## src/rtl/websocket_frame_deframer_assert.svh

```systemverilog
// ----------------------------------------------------------------------------
// websocket_frame_deframer_assert.svh
// Assertion macros for the frame deframer; empty when NO_ASSERTIONS is set.
// ----------------------------------------------------------------------------
`ifndef WEBSOCKET_FRAME_DEFRAMER_ASSERT_SVH
`define WEBSOCKET_FRAME_DEFRAMER_ASSERT_SVH

`ifndef NO_ASSERTIONS

// same-cycle implication
`define WSDF_ASSERT_IMP(label, clk, rstn, ante, cons) \
    label: assert property (@(posedge clk) disable iff (!(rstn)) (ante) |-> (cons)) \
        else $error("deframer check failed");

// next-cycle implication
`define WSDF_ASSERT_NXT(label, clk, rstn, ante, cons) \
    label: assert property (@(posedge clk) disable iff (!(rstn)) (ante) |=> (cons)) \
        else $error("deframer check failed");

`else

`define WSDF_ASSERT_IMP(label, clk, rstn, ante, cons)
`define WSDF_ASSERT_NXT(label, clk, rstn, ante, cons)

`endif

`endif

```

## src/rtl/wsdf_pkg.sv

```systemverilog
// ----------------------------------------------------------------------------
// wsdf_pkg
// Types and constants shared by the frame deframer modules.
// ----------------------------------------------------------------------------
`timescale 1ns / 1ps
`default_nettype none

package wsdf_pkg;

    localparam logic [6:0] LEN_EXT16   = 7'd126;
    localparam logic [6:0] LEN_EXT64   = 7'd127;
    localparam logic [3:0] HDR_MIN     = 4'd2;
    localparam logic [3:0] EXT16_BYTES = 4'd2;
    localparam logic [3:0] EXT64_BYTES = 4'd8;
    localparam logic [3:0] KEY_BYTES   = 4'd4;

    typedef enum logic {
        KIND_HEADER = 1'b0,
        KIND_DATA   = 1'b1
    } wsdf_kind_t;

    typedef struct packed {
        wsdf_kind_t  kind;
        logic        fin;
        logic [3:0]  opcode;
        logic        masked;
        logic [31:0] mask_key;
        logic [63:0] payload_length;
        logic [7:0]  data_byte;
        logic        frame_end;
    } wsdf_result_t;

    typedef struct packed {
        logic        in_payload;
        logic [3:0]  hdr_cnt;
        logic        fin;
        logic [3:0]  opcode;
        logic        hdr_mask;
        logic [6:0]  len7;
        logic [63:0] len_acc;
        logic [31:0] key_acc;
        logic [63:0] bytes_left;
        logic [31:0] key_latch;
        logic        mask_on;
        logic [1:0]  frame_offset;
    } wsdf_state_t;

endpackage

`default_nettype wire

```

## src/rtl/wsdf_decode.sv

```systemverilog
// ----------------------------------------------------------------------------
// wsdf_decode
// One parse step: header field capture, completion check, payload unmasking.
// ----------------------------------------------------------------------------
`timescale 1ns / 1ps
`default_nettype none

module wsdf_decode import wsdf_pkg::*; (
    input  wsdf_state_t  state_i,
    input  logic [7:0]   rx_byte_i,
    output wsdf_state_t  state_o,
    output logic         emit_o,
    output wsdf_result_t result_o
);

    logic [3:0]  cnt_inc;
    logic        msk_cur;
    logic [6:0]  len7_cur;
    logic [3:0]  lbytes;
    logic [3:0]  need;
    logic [3:0]  ext_idx;
    logic [63:0] len_next;
    logic [31:0] key_next;
    logic [63:0] plen;
    logic [31:0] key;
    logic        complete;
    logic [7:0]  key_byte;
    logic [63:0] left_dec;

    always_comb begin
        cnt_inc  = state_i.hdr_cnt + 4'd1;
        msk_cur  = (state_i.hdr_cnt == 4'd1) ? rx_byte_i[7]   : state_i.hdr_mask;
        len7_cur = (state_i.hdr_cnt == 4'd1) ? rx_byte_i[6:0] : state_i.len7;

        if (len7_cur == LEN_EXT16) begin
            lbytes = EXT16_BYTES;
        end else if (len7_cur == LEN_EXT64) begin
            lbytes = EXT64_BYTES;
        end else begin
            lbytes = 4'd0;
        end
        need = HDR_MIN + lbytes + (msk_cur ? KEY_BYTES : 4'd0);

        // bytes past the first two: length first, then key
        ext_idx  = state_i.hdr_cnt - HDR_MIN;
        len_next = state_i.len_acc;
        key_next = state_i.key_acc;
        if (state_i.hdr_cnt >= HDR_MIN) begin
            if (ext_idx < lbytes) begin
                len_next = {state_i.len_acc[55:0], rx_byte_i};
            end else begin
                key_next = {state_i.key_acc[23:0], rx_byte_i};
            end
        end

        plen     = (lbytes == 4'd0) ? {57'd0, len7_cur} : len_next;
        key      = msk_cur ? key_next : 32'd0;
        complete = (cnt_inc >= HDR_MIN) && (cnt_inc == need);

        unique case (state_i.frame_offset)
            2'd0:    key_byte = state_i.key_latch[31:24];
            2'd1:    key_byte = state_i.key_latch[23:16];
            2'd2:    key_byte = state_i.key_latch[15:8];
            default: key_byte = state_i.key_latch[7:0];
        endcase
        left_dec = (state_i.bytes_left != 64'd0) ? state_i.bytes_left - 64'd1
                                                 : state_i.bytes_left;

        state_o  = state_i;
        emit_o   = 1'b0;
        result_o = '0;

        if (state_i.in_payload) begin
            emit_o              = 1'b1;
            result_o.kind       = KIND_DATA;
            result_o.data_byte  = rx_byte_i ^ (state_i.mask_on ? key_byte : 8'd0);
            result_o.frame_end  = (left_dec == 64'd0);
            state_o.frame_offset = state_i.frame_offset + 2'd1;
            state_o.bytes_left   = left_dec;
            state_o.in_payload   = (left_dec != 64'd0);
        end else begin
            state_o.hdr_cnt = cnt_inc;
            state_o.len_acc = len_next;
            state_o.key_acc = key_next;
            if (state_i.hdr_cnt == 4'd0) begin
                state_o.fin     = rx_byte_i[7];
                state_o.opcode  = rx_byte_i[3:0];
                state_o.len_acc = '0;
                state_o.key_acc = '0;
            end
            if (state_i.hdr_cnt == 4'd1) begin
                state_o.hdr_mask = rx_byte_i[7];
                state_o.len7     = rx_byte_i[6:0];
            end
            if (complete) begin
                emit_o                  = 1'b1;
                result_o.kind           = KIND_HEADER;
                result_o.fin            = state_i.fin;
                result_o.opcode         = state_i.opcode;
                result_o.masked         = msk_cur;
                result_o.mask_key       = key;
                result_o.payload_length = plen;
                result_o.frame_end      = (plen == 64'd0);
                state_o.hdr_cnt         = 4'd0;
                state_o.key_latch       = key;
                state_o.mask_on         = msk_cur;
                state_o.frame_offset    = 2'd0;
                state_o.bytes_left      = plen;
                state_o.in_payload      = (plen != 64'd0);
            end
        end
    end

endmodule

`default_nettype wire

```

## src/rtl/wsdf_out_stage.sv

```systemverilog
// ----------------------------------------------------------------------------
// wsdf_out_stage
// Result register with valid flag; holds an item until the sink takes it.
// ----------------------------------------------------------------------------
`timescale 1ns / 1ps
`default_nettype none

module wsdf_out_stage import wsdf_pkg::*; (
    input  logic         aclk,
    input  logic         aresetn,
    input  logic         load_valid_i,
    input  wsdf_result_t load_data_i,
    output logic         adv_o,
    output logic         m_valid,
    input  logic         m_ready,
    output wsdf_result_t data_o
);

    logic         valid_reg;
    logic         valid_next;
    wsdf_result_t data_reg;
    wsdf_result_t data_next;

    assign adv_o   = !valid_reg || m_ready;
    assign m_valid = valid_reg;
    assign data_o  = data_reg;

    always_comb begin
        valid_next = valid_reg;
        data_next  = data_reg;
        if (adv_o) begin
            valid_next = load_valid_i;
            data_next  = load_data_i;
        end
    end

    always_ff @(posedge aclk) begin
        if (!aresetn) begin
            valid_reg <= 1'b0;
        end else begin
            valid_reg <= valid_next;
        end
        data_reg <= data_next;
    end

endmodule

`default_nettype wire

```

## src/rtl/websocket_frame_deframer.sv

```systemverilog
// ----------------------------------------------------------------------------
// websocket_frame_deframer
// Receive-side WebSocket frame parser: header decode and payload unmasking.
// ----------------------------------------------------------------------------
//  channel | dir | handshake        | payload
//  s_      | in  | s_valid/s_ready  | s_rx_byte
//  m_      | out | m_valid/m_ready  | m_kind m_fin m_opcode m_masked m_mask_key
//          |     |                  | m_payload_length m_data_byte m_frame_end
//
//  One byte per cycle sustained while m_ready is high. An accepted byte goes
//  through the input register, then the parse step into the result register,
//  before its item shows on m_. Partial header bytes give no item.
//  Synchronous active-low reset clears the parse position, payload state and both valid flags.
//  With m_ready low the result holds; s_ready stays high only while the input
//  register is empty, so at most one more byte is taken before it drops.
// ----------------------------------------------------------------------------
`timescale 1ns / 1ps
`default_nettype none

`include "websocket_frame_deframer_assert.svh"

module websocket_frame_deframer import wsdf_pkg::*; (
    input  logic        aclk,
    input  logic        aresetn,
    input  logic        s_valid,
    output logic        s_ready,
    input  logic [7:0]  s_rx_byte,
    output logic        m_valid,
    input  logic        m_ready,
    output logic        m_kind,
    output logic        m_fin,
    output logic [3:0]  m_opcode,
    output logic        m_masked,
    output logic [31:0] m_mask_key,
    output logic [63:0] m_payload_length,
    output logic [7:0]  m_data_byte,
    output logic        m_frame_end
);

    logic         in_valid_reg;
    logic         in_valid_next;
    logic [7:0]   in_byte_reg;
    logic [7:0]   in_byte_next;
    wsdf_state_t  state_reg;
    wsdf_state_t  state_next;
    wsdf_state_t  step_state;
    logic         step_emit;
    wsdf_result_t step_result;
    wsdf_result_t out_result;
    logic         adv;

    wsdf_decode u_decode (
        .state_i   (state_reg),
        .rx_byte_i (in_byte_reg),
        .state_o   (step_state),
        .emit_o    (step_emit),
        .result_o  (step_result)
    );

    wsdf_out_stage u_out (
        .aclk         (aclk),
        .aresetn      (aresetn),
        .load_valid_i (in_valid_reg && step_emit),
        .load_data_i  (step_result),
        .adv_o        (adv),
        .m_valid      (m_valid),
        .m_ready      (m_ready),
        .data_o       (out_result)
    );

    assign s_ready = !in_valid_reg || adv;

    always_comb begin
        in_valid_next = in_valid_reg;
        in_byte_next  = in_byte_reg;
        if (s_ready) begin
            in_valid_next = s_valid;
            in_byte_next  = s_rx_byte;
        end
        state_next = state_reg;
        if (in_valid_reg && adv) begin
            state_next = step_state;
        end
    end

    always_ff @(posedge aclk) begin
        if (!aresetn) begin
            in_valid_reg         <= 1'b0;
            state_reg.in_payload <= 1'b0;
            state_reg.hdr_cnt    <= 4'd0;
            state_reg.bytes_left <= 64'd0;
            state_reg.key_latch  <= 32'd0;
            state_reg.mask_on    <= 1'b0;
            state_reg.frame_offset <= 2'd0;
        end else begin
            in_valid_reg         <= in_valid_next;
            state_reg.in_payload <= state_next.in_payload;
            state_reg.hdr_cnt    <= state_next.hdr_cnt;
            state_reg.bytes_left <= state_next.bytes_left;
            state_reg.key_latch  <= state_next.key_latch;
            state_reg.mask_on    <= state_next.mask_on;
            state_reg.frame_offset <= state_next.frame_offset;
        end
        in_byte_reg        <= in_byte_next;
        state_reg.fin      <= state_next.fin;
        state_reg.opcode   <= state_next.opcode;
        state_reg.hdr_mask <= state_next.hdr_mask;
        state_reg.len7     <= state_next.len7;
        state_reg.len_acc  <= state_next.len_acc;
        state_reg.key_acc  <= state_next.key_acc;
    end

    assign m_kind           = out_result.kind;
    assign m_fin            = out_result.fin;
    assign m_opcode         = out_result.opcode;
    assign m_masked         = out_result.masked;
    assign m_mask_key       = out_result.mask_key;
    assign m_payload_length = out_result.payload_length;
    assign m_data_byte      = out_result.data_byte;
    assign m_frame_end      = out_result.frame_end;

    // header count is only live between frames
    `WSDF_ASSERT_IMP(a_cnt_idle_in_payload, aclk, aresetn,
        state_reg.in_payload, state_reg.hdr_cnt == 4'd0)
    // a header never runs past fourteen bytes
    `WSDF_ASSERT_IMP(a_cnt_bound, aclk, aresetn,
        !state_reg.in_payload, state_reg.hdr_cnt < 4'd14)
    // empty frame ends on its header item
    `WSDF_ASSERT_IMP(a_empty_frame_end, aclk, aresetn,
        m_valid && (m_kind == KIND_HEADER), m_frame_end == (m_payload_length == 64'd0))
    // a stalled result keeps the parse state frozen
    `WSDF_ASSERT_NXT(a_stall_freeze, aclk, aresetn,
        m_valid && !m_ready && in_valid_reg, state_reg == $past(state_reg))

endmodule

`default_nettype wire

```

## config.mk

```make
export PLATFORM = sky130hd
export DESIGN_NAME = websocket_frame_deframer
export DESIGN_NICKNAME = d
export VERILOG_FILES = /design/src/rtl/wsdf_pkg.sv /design/src/rtl/wsdf_decode.sv /design/src/rtl/wsdf_out_stage.sv /design/src/rtl/websocket_frame_deframer.sv
export VERILOG_INCLUDE_DIRS = /design/src /design/src/rtl
export SDC_FILE = /design/constraint.sdc
export NUM_CORES = 1
export LEC_CHECK = 0
export ABC_AREA = 1
export BUFFER_PORTS_ARGS = -buffer_cell sky130_fd_sc_hd__buf_2
export CORE_MARGIN = 2
export CORE_UTILIZATION = 30
export DETAILED_ROUTE_END_ITERATION = 7
export PLACE_DENSITY = 0.46
export SLEW_MARGIN = 10
export SYNTH_ARGS = -nofsm -noshare
export SYNTH_HDL_FRONTEND = slang
export SYNTH_SLANG_ARGS = --single-unit
```

## constraint.sdc

```tcl
create_clock -name aclk -period 20.9 [get_ports aclk]
set_input_delay 4.18 -clock aclk [delete_from_list [all_inputs] [get_ports aclk]]
set_output_delay 4.18 -clock aclk [all_outputs]
set_load 0.05 [all_outputs]
```

==> results.md <==
- # hold bufs at CTS: 0
- Initial antenna violation count: 0
- Highest cell delay on the worst timing path: 0.51 ns
- Setup CP Type: input port to primary output
- Critical-path maximum fanout: 52
- Area contributors post-synth: edfxtp_1, dfxtp_1, nand2_1
- Area delta synth->final: 14.58%
- Port bufs: 125
- Number of placement rows: 87
- Initial Utilization: 0.3048
- Final Hold Viols: 0
- Critical path's slowest cell: nand2_4
- Drt total wl: 55540 microns
- Gr usage total: 0.1849
- EDFF count, synth: 229
- Io pins: 126
- Total congestion overflow: 0
- Post-Synthesis Cells: 2065
- Dpl cells: 2851
- Max_slew headroom: 0.2238
- Layout cells sized above 1: 0.1071
- Seq cells post-synth: 335
- Clock Tree Root: clkbuf_16
- Synth Cell Area: 17250 sq um
- Crit path buf inv count: 4
- R2R cell count: 22
- Via count: 14.35k
- RR Endpoint: u_out.data_o[0]
- Yosys cell types: 41
- DRT iter0 DRCs: 1065
- Hold path endpoint: state_reg[13]
- Pwr/cell area: 82.41 nW/um^2
- Seq/Total Area, Yosys: 0.5216
- ANT nets after route: 0
- Hold Startpoint: state_reg[13]
- CP arrival: 5.69 ns
- Die width: 243.8 microns
- Largest net degree at the start of global routing: 120
- Commonest cells post-synth: nand2_1, nor2_1, edfxtp_1
- Post-DP HPWL: 39620 microns
- Syn. warnings: 0
- Crit path launch type: input port
- Setup Buffers After CTS: 0
- GP Congestion: 0.9056
- Nets: 2161
- Final worst clock skew: 0.02734 ns
- Async S/R FF share, synth: 0
- Final TNS setup: 0 ns
- Die Y-Extent: 243.8 microns
- Final total power: 1629 uW
- Max H-tree Level: 2
- Critical-path cell list: buf_2 -> inv_1 -> nand2_4 -> inv_1 -> nand2_1 -> buf_2
- WL/cell: 19.00 microns
- Clk sink count: 335
- Final Setup Violations: 0
- DIE AREA: 59440 sq um
- First-pass GRT wire length: 84530 microns
- Total core area: 56600 sq um
- Residual DRC: 0
- Largest register FFs: 213
- R2r setup slk: 15.98 ns
- Pre-antenna DRT Iters: 5
- Status: completed
- Pleak: 0.009070 uW
- Tightest Pin Transition: 1.164 ns
- Final min period: 9.874 ns
- Clk buf depth: 3
- CTS tree: yes
- Diodes inserted: 0
- Fillcell total: 5989
- Crit path required time: 16.72 ns
- Worst Hold Class: flop to flop
- Crit share post-route: 0.4724
- Most frequent cell after synthesis: nand2_1
- Critical Path End Type: primary output
- Via count of the first global-routing pass: 14.02k
- Post_cts resized: 0
- Max-slew violation count: 0
- Reg2reg start: state_reg[209]
- Highest Clock Rate: 0.1013 GHz
- Largest delay share family, worst path: simple AND/OR/NAND/NOR gates
- TritonCTS buffer count: 39
- Synth top area share: 0.3986
- Hold path cells: 2
- Mean Syn Cell Area: 8.355 sq um
- Post-DR vias/cell: 4.910
- Mapped Nets: 2090
- Worst-Skew Late Latency: 0.60 ns
- Max cap viols: 0
- Largest area contributor in the netlist: edfxtp_1
- Unrepaired setup endpoints after global routing: false
- Most used flip-flop cell after synthesis: edfxtp_1
- Reg clk slew, reported paths: 0.06 ns
- Peak supply drop: 0.05626 mV
- Final cell count without fillers: 2923
[area by class of cell]
class,instances,area [sq um],area share
multi-input combinational,1436,7107,0.3595
timing repair buffer,140,738.2,0.03734
inverter,184,693.2,0.03506
clock inverter,18,192.7,0.009747
tap,756,945.9,0.04785
clock buffer,54,1092,0.05525
sequential,335,9000,0.4553
[through the flow]
stage	setup WS, ns	util	area [sq um]	hold WS [ns]
4_1_cts	10.96	0.3492	19770	0.4659
5_1_grt	10.85	0.3492	19770	0.4917
3_5_place_dp	10.96	0.3265	18480	0.4558
3_3_place_gp	11.02	0.3265	18480	0.4529
2_1_floorplan	7.274	-	17250	0.4064
6_report	11.03	0.3492	19770	0.4662
[placed cells by master, fill, tap and decap left out, types with 4 or more instances in the layout]
cell and n:
a21oi_1 50, a31oi_1 62, buf_2 125, buf_4 15, clkbuf_1 9, clkbuf_16 39
clkbuf_8 6, clkinv_2 7, dfxtp_1 105, edfxtp_1 229, ha_1 13, inv_1 177
inv_2 6, mux2i_1 24, nand2_1 394, nand2_2 5, nand3_1 199, nand4_1 78
nor2_1 346, nor2_2 4, nor2_4 4, nor3_1 26, o21a_1 30, o21ai_0 98
o21ai_1 17, xnor2_1 24, xor2_1 41
[power by group]
group | switching [uW] | internal (uW) | leakage (uW) | total (uW)
clock | 301 | 386 | 0.000621 | 686
sequential | 7.21 | 719 | 0.00337 | 727
combinational | 157 | 59.3 | 0.00508 | 216
[logic make-up after synthesis]
family | Yosys count | share of synthesized area
muxes | 24 | 0.01392
xor gates and xnor gates | 67 | 0.03488
and+or+nand+nor | 1072 | 0.2659
DFF | 335 | 0.5216
AOI/OAI and AO/OA | 260 | 0.08485
adders and majority gates | 13 | 0.009428
buffers and inverters | 294 | 0.06940
[layer usage]
| layer | GRT usage | share of wire |
|---|---|---|
| met5 | 0 | 0 |
| met4 | 0.04753 | 0.023 |
| met3 | 0.02721 | 0.045 |
| met2 | 0.2868 | 0.44 |
| met1 | 0.2684 | 0.49 |
[worst min-delay path: cells and delay by family (launching register included)]
family / cells / cell delay (ns)
flip-flops: 1 / 0.31
AND/OR/NAND/NOR: 1 / 0.06
AO/OA/AOI/OAI: 1 / 0.05
[how the worst max path moves through the flow]
stage | cells after the start | endpoint | slack, ns | start
after detailed placement | 6 | s_ready | 10.96 | m_ready
after floorplan | 6 | state_reg[195] | 7.27 | m_ready
after global placement | 6 | s_ready | 11.02 | m_ready
final | 6 | s_ready | 11.03 | m_ready
after global routing | 6 | s_ready | 10.85 | m_ready
after CTS | 6 | s_ready | 10.96 | m_ready
Note: power is estimated with default switching activity, not from simulation.
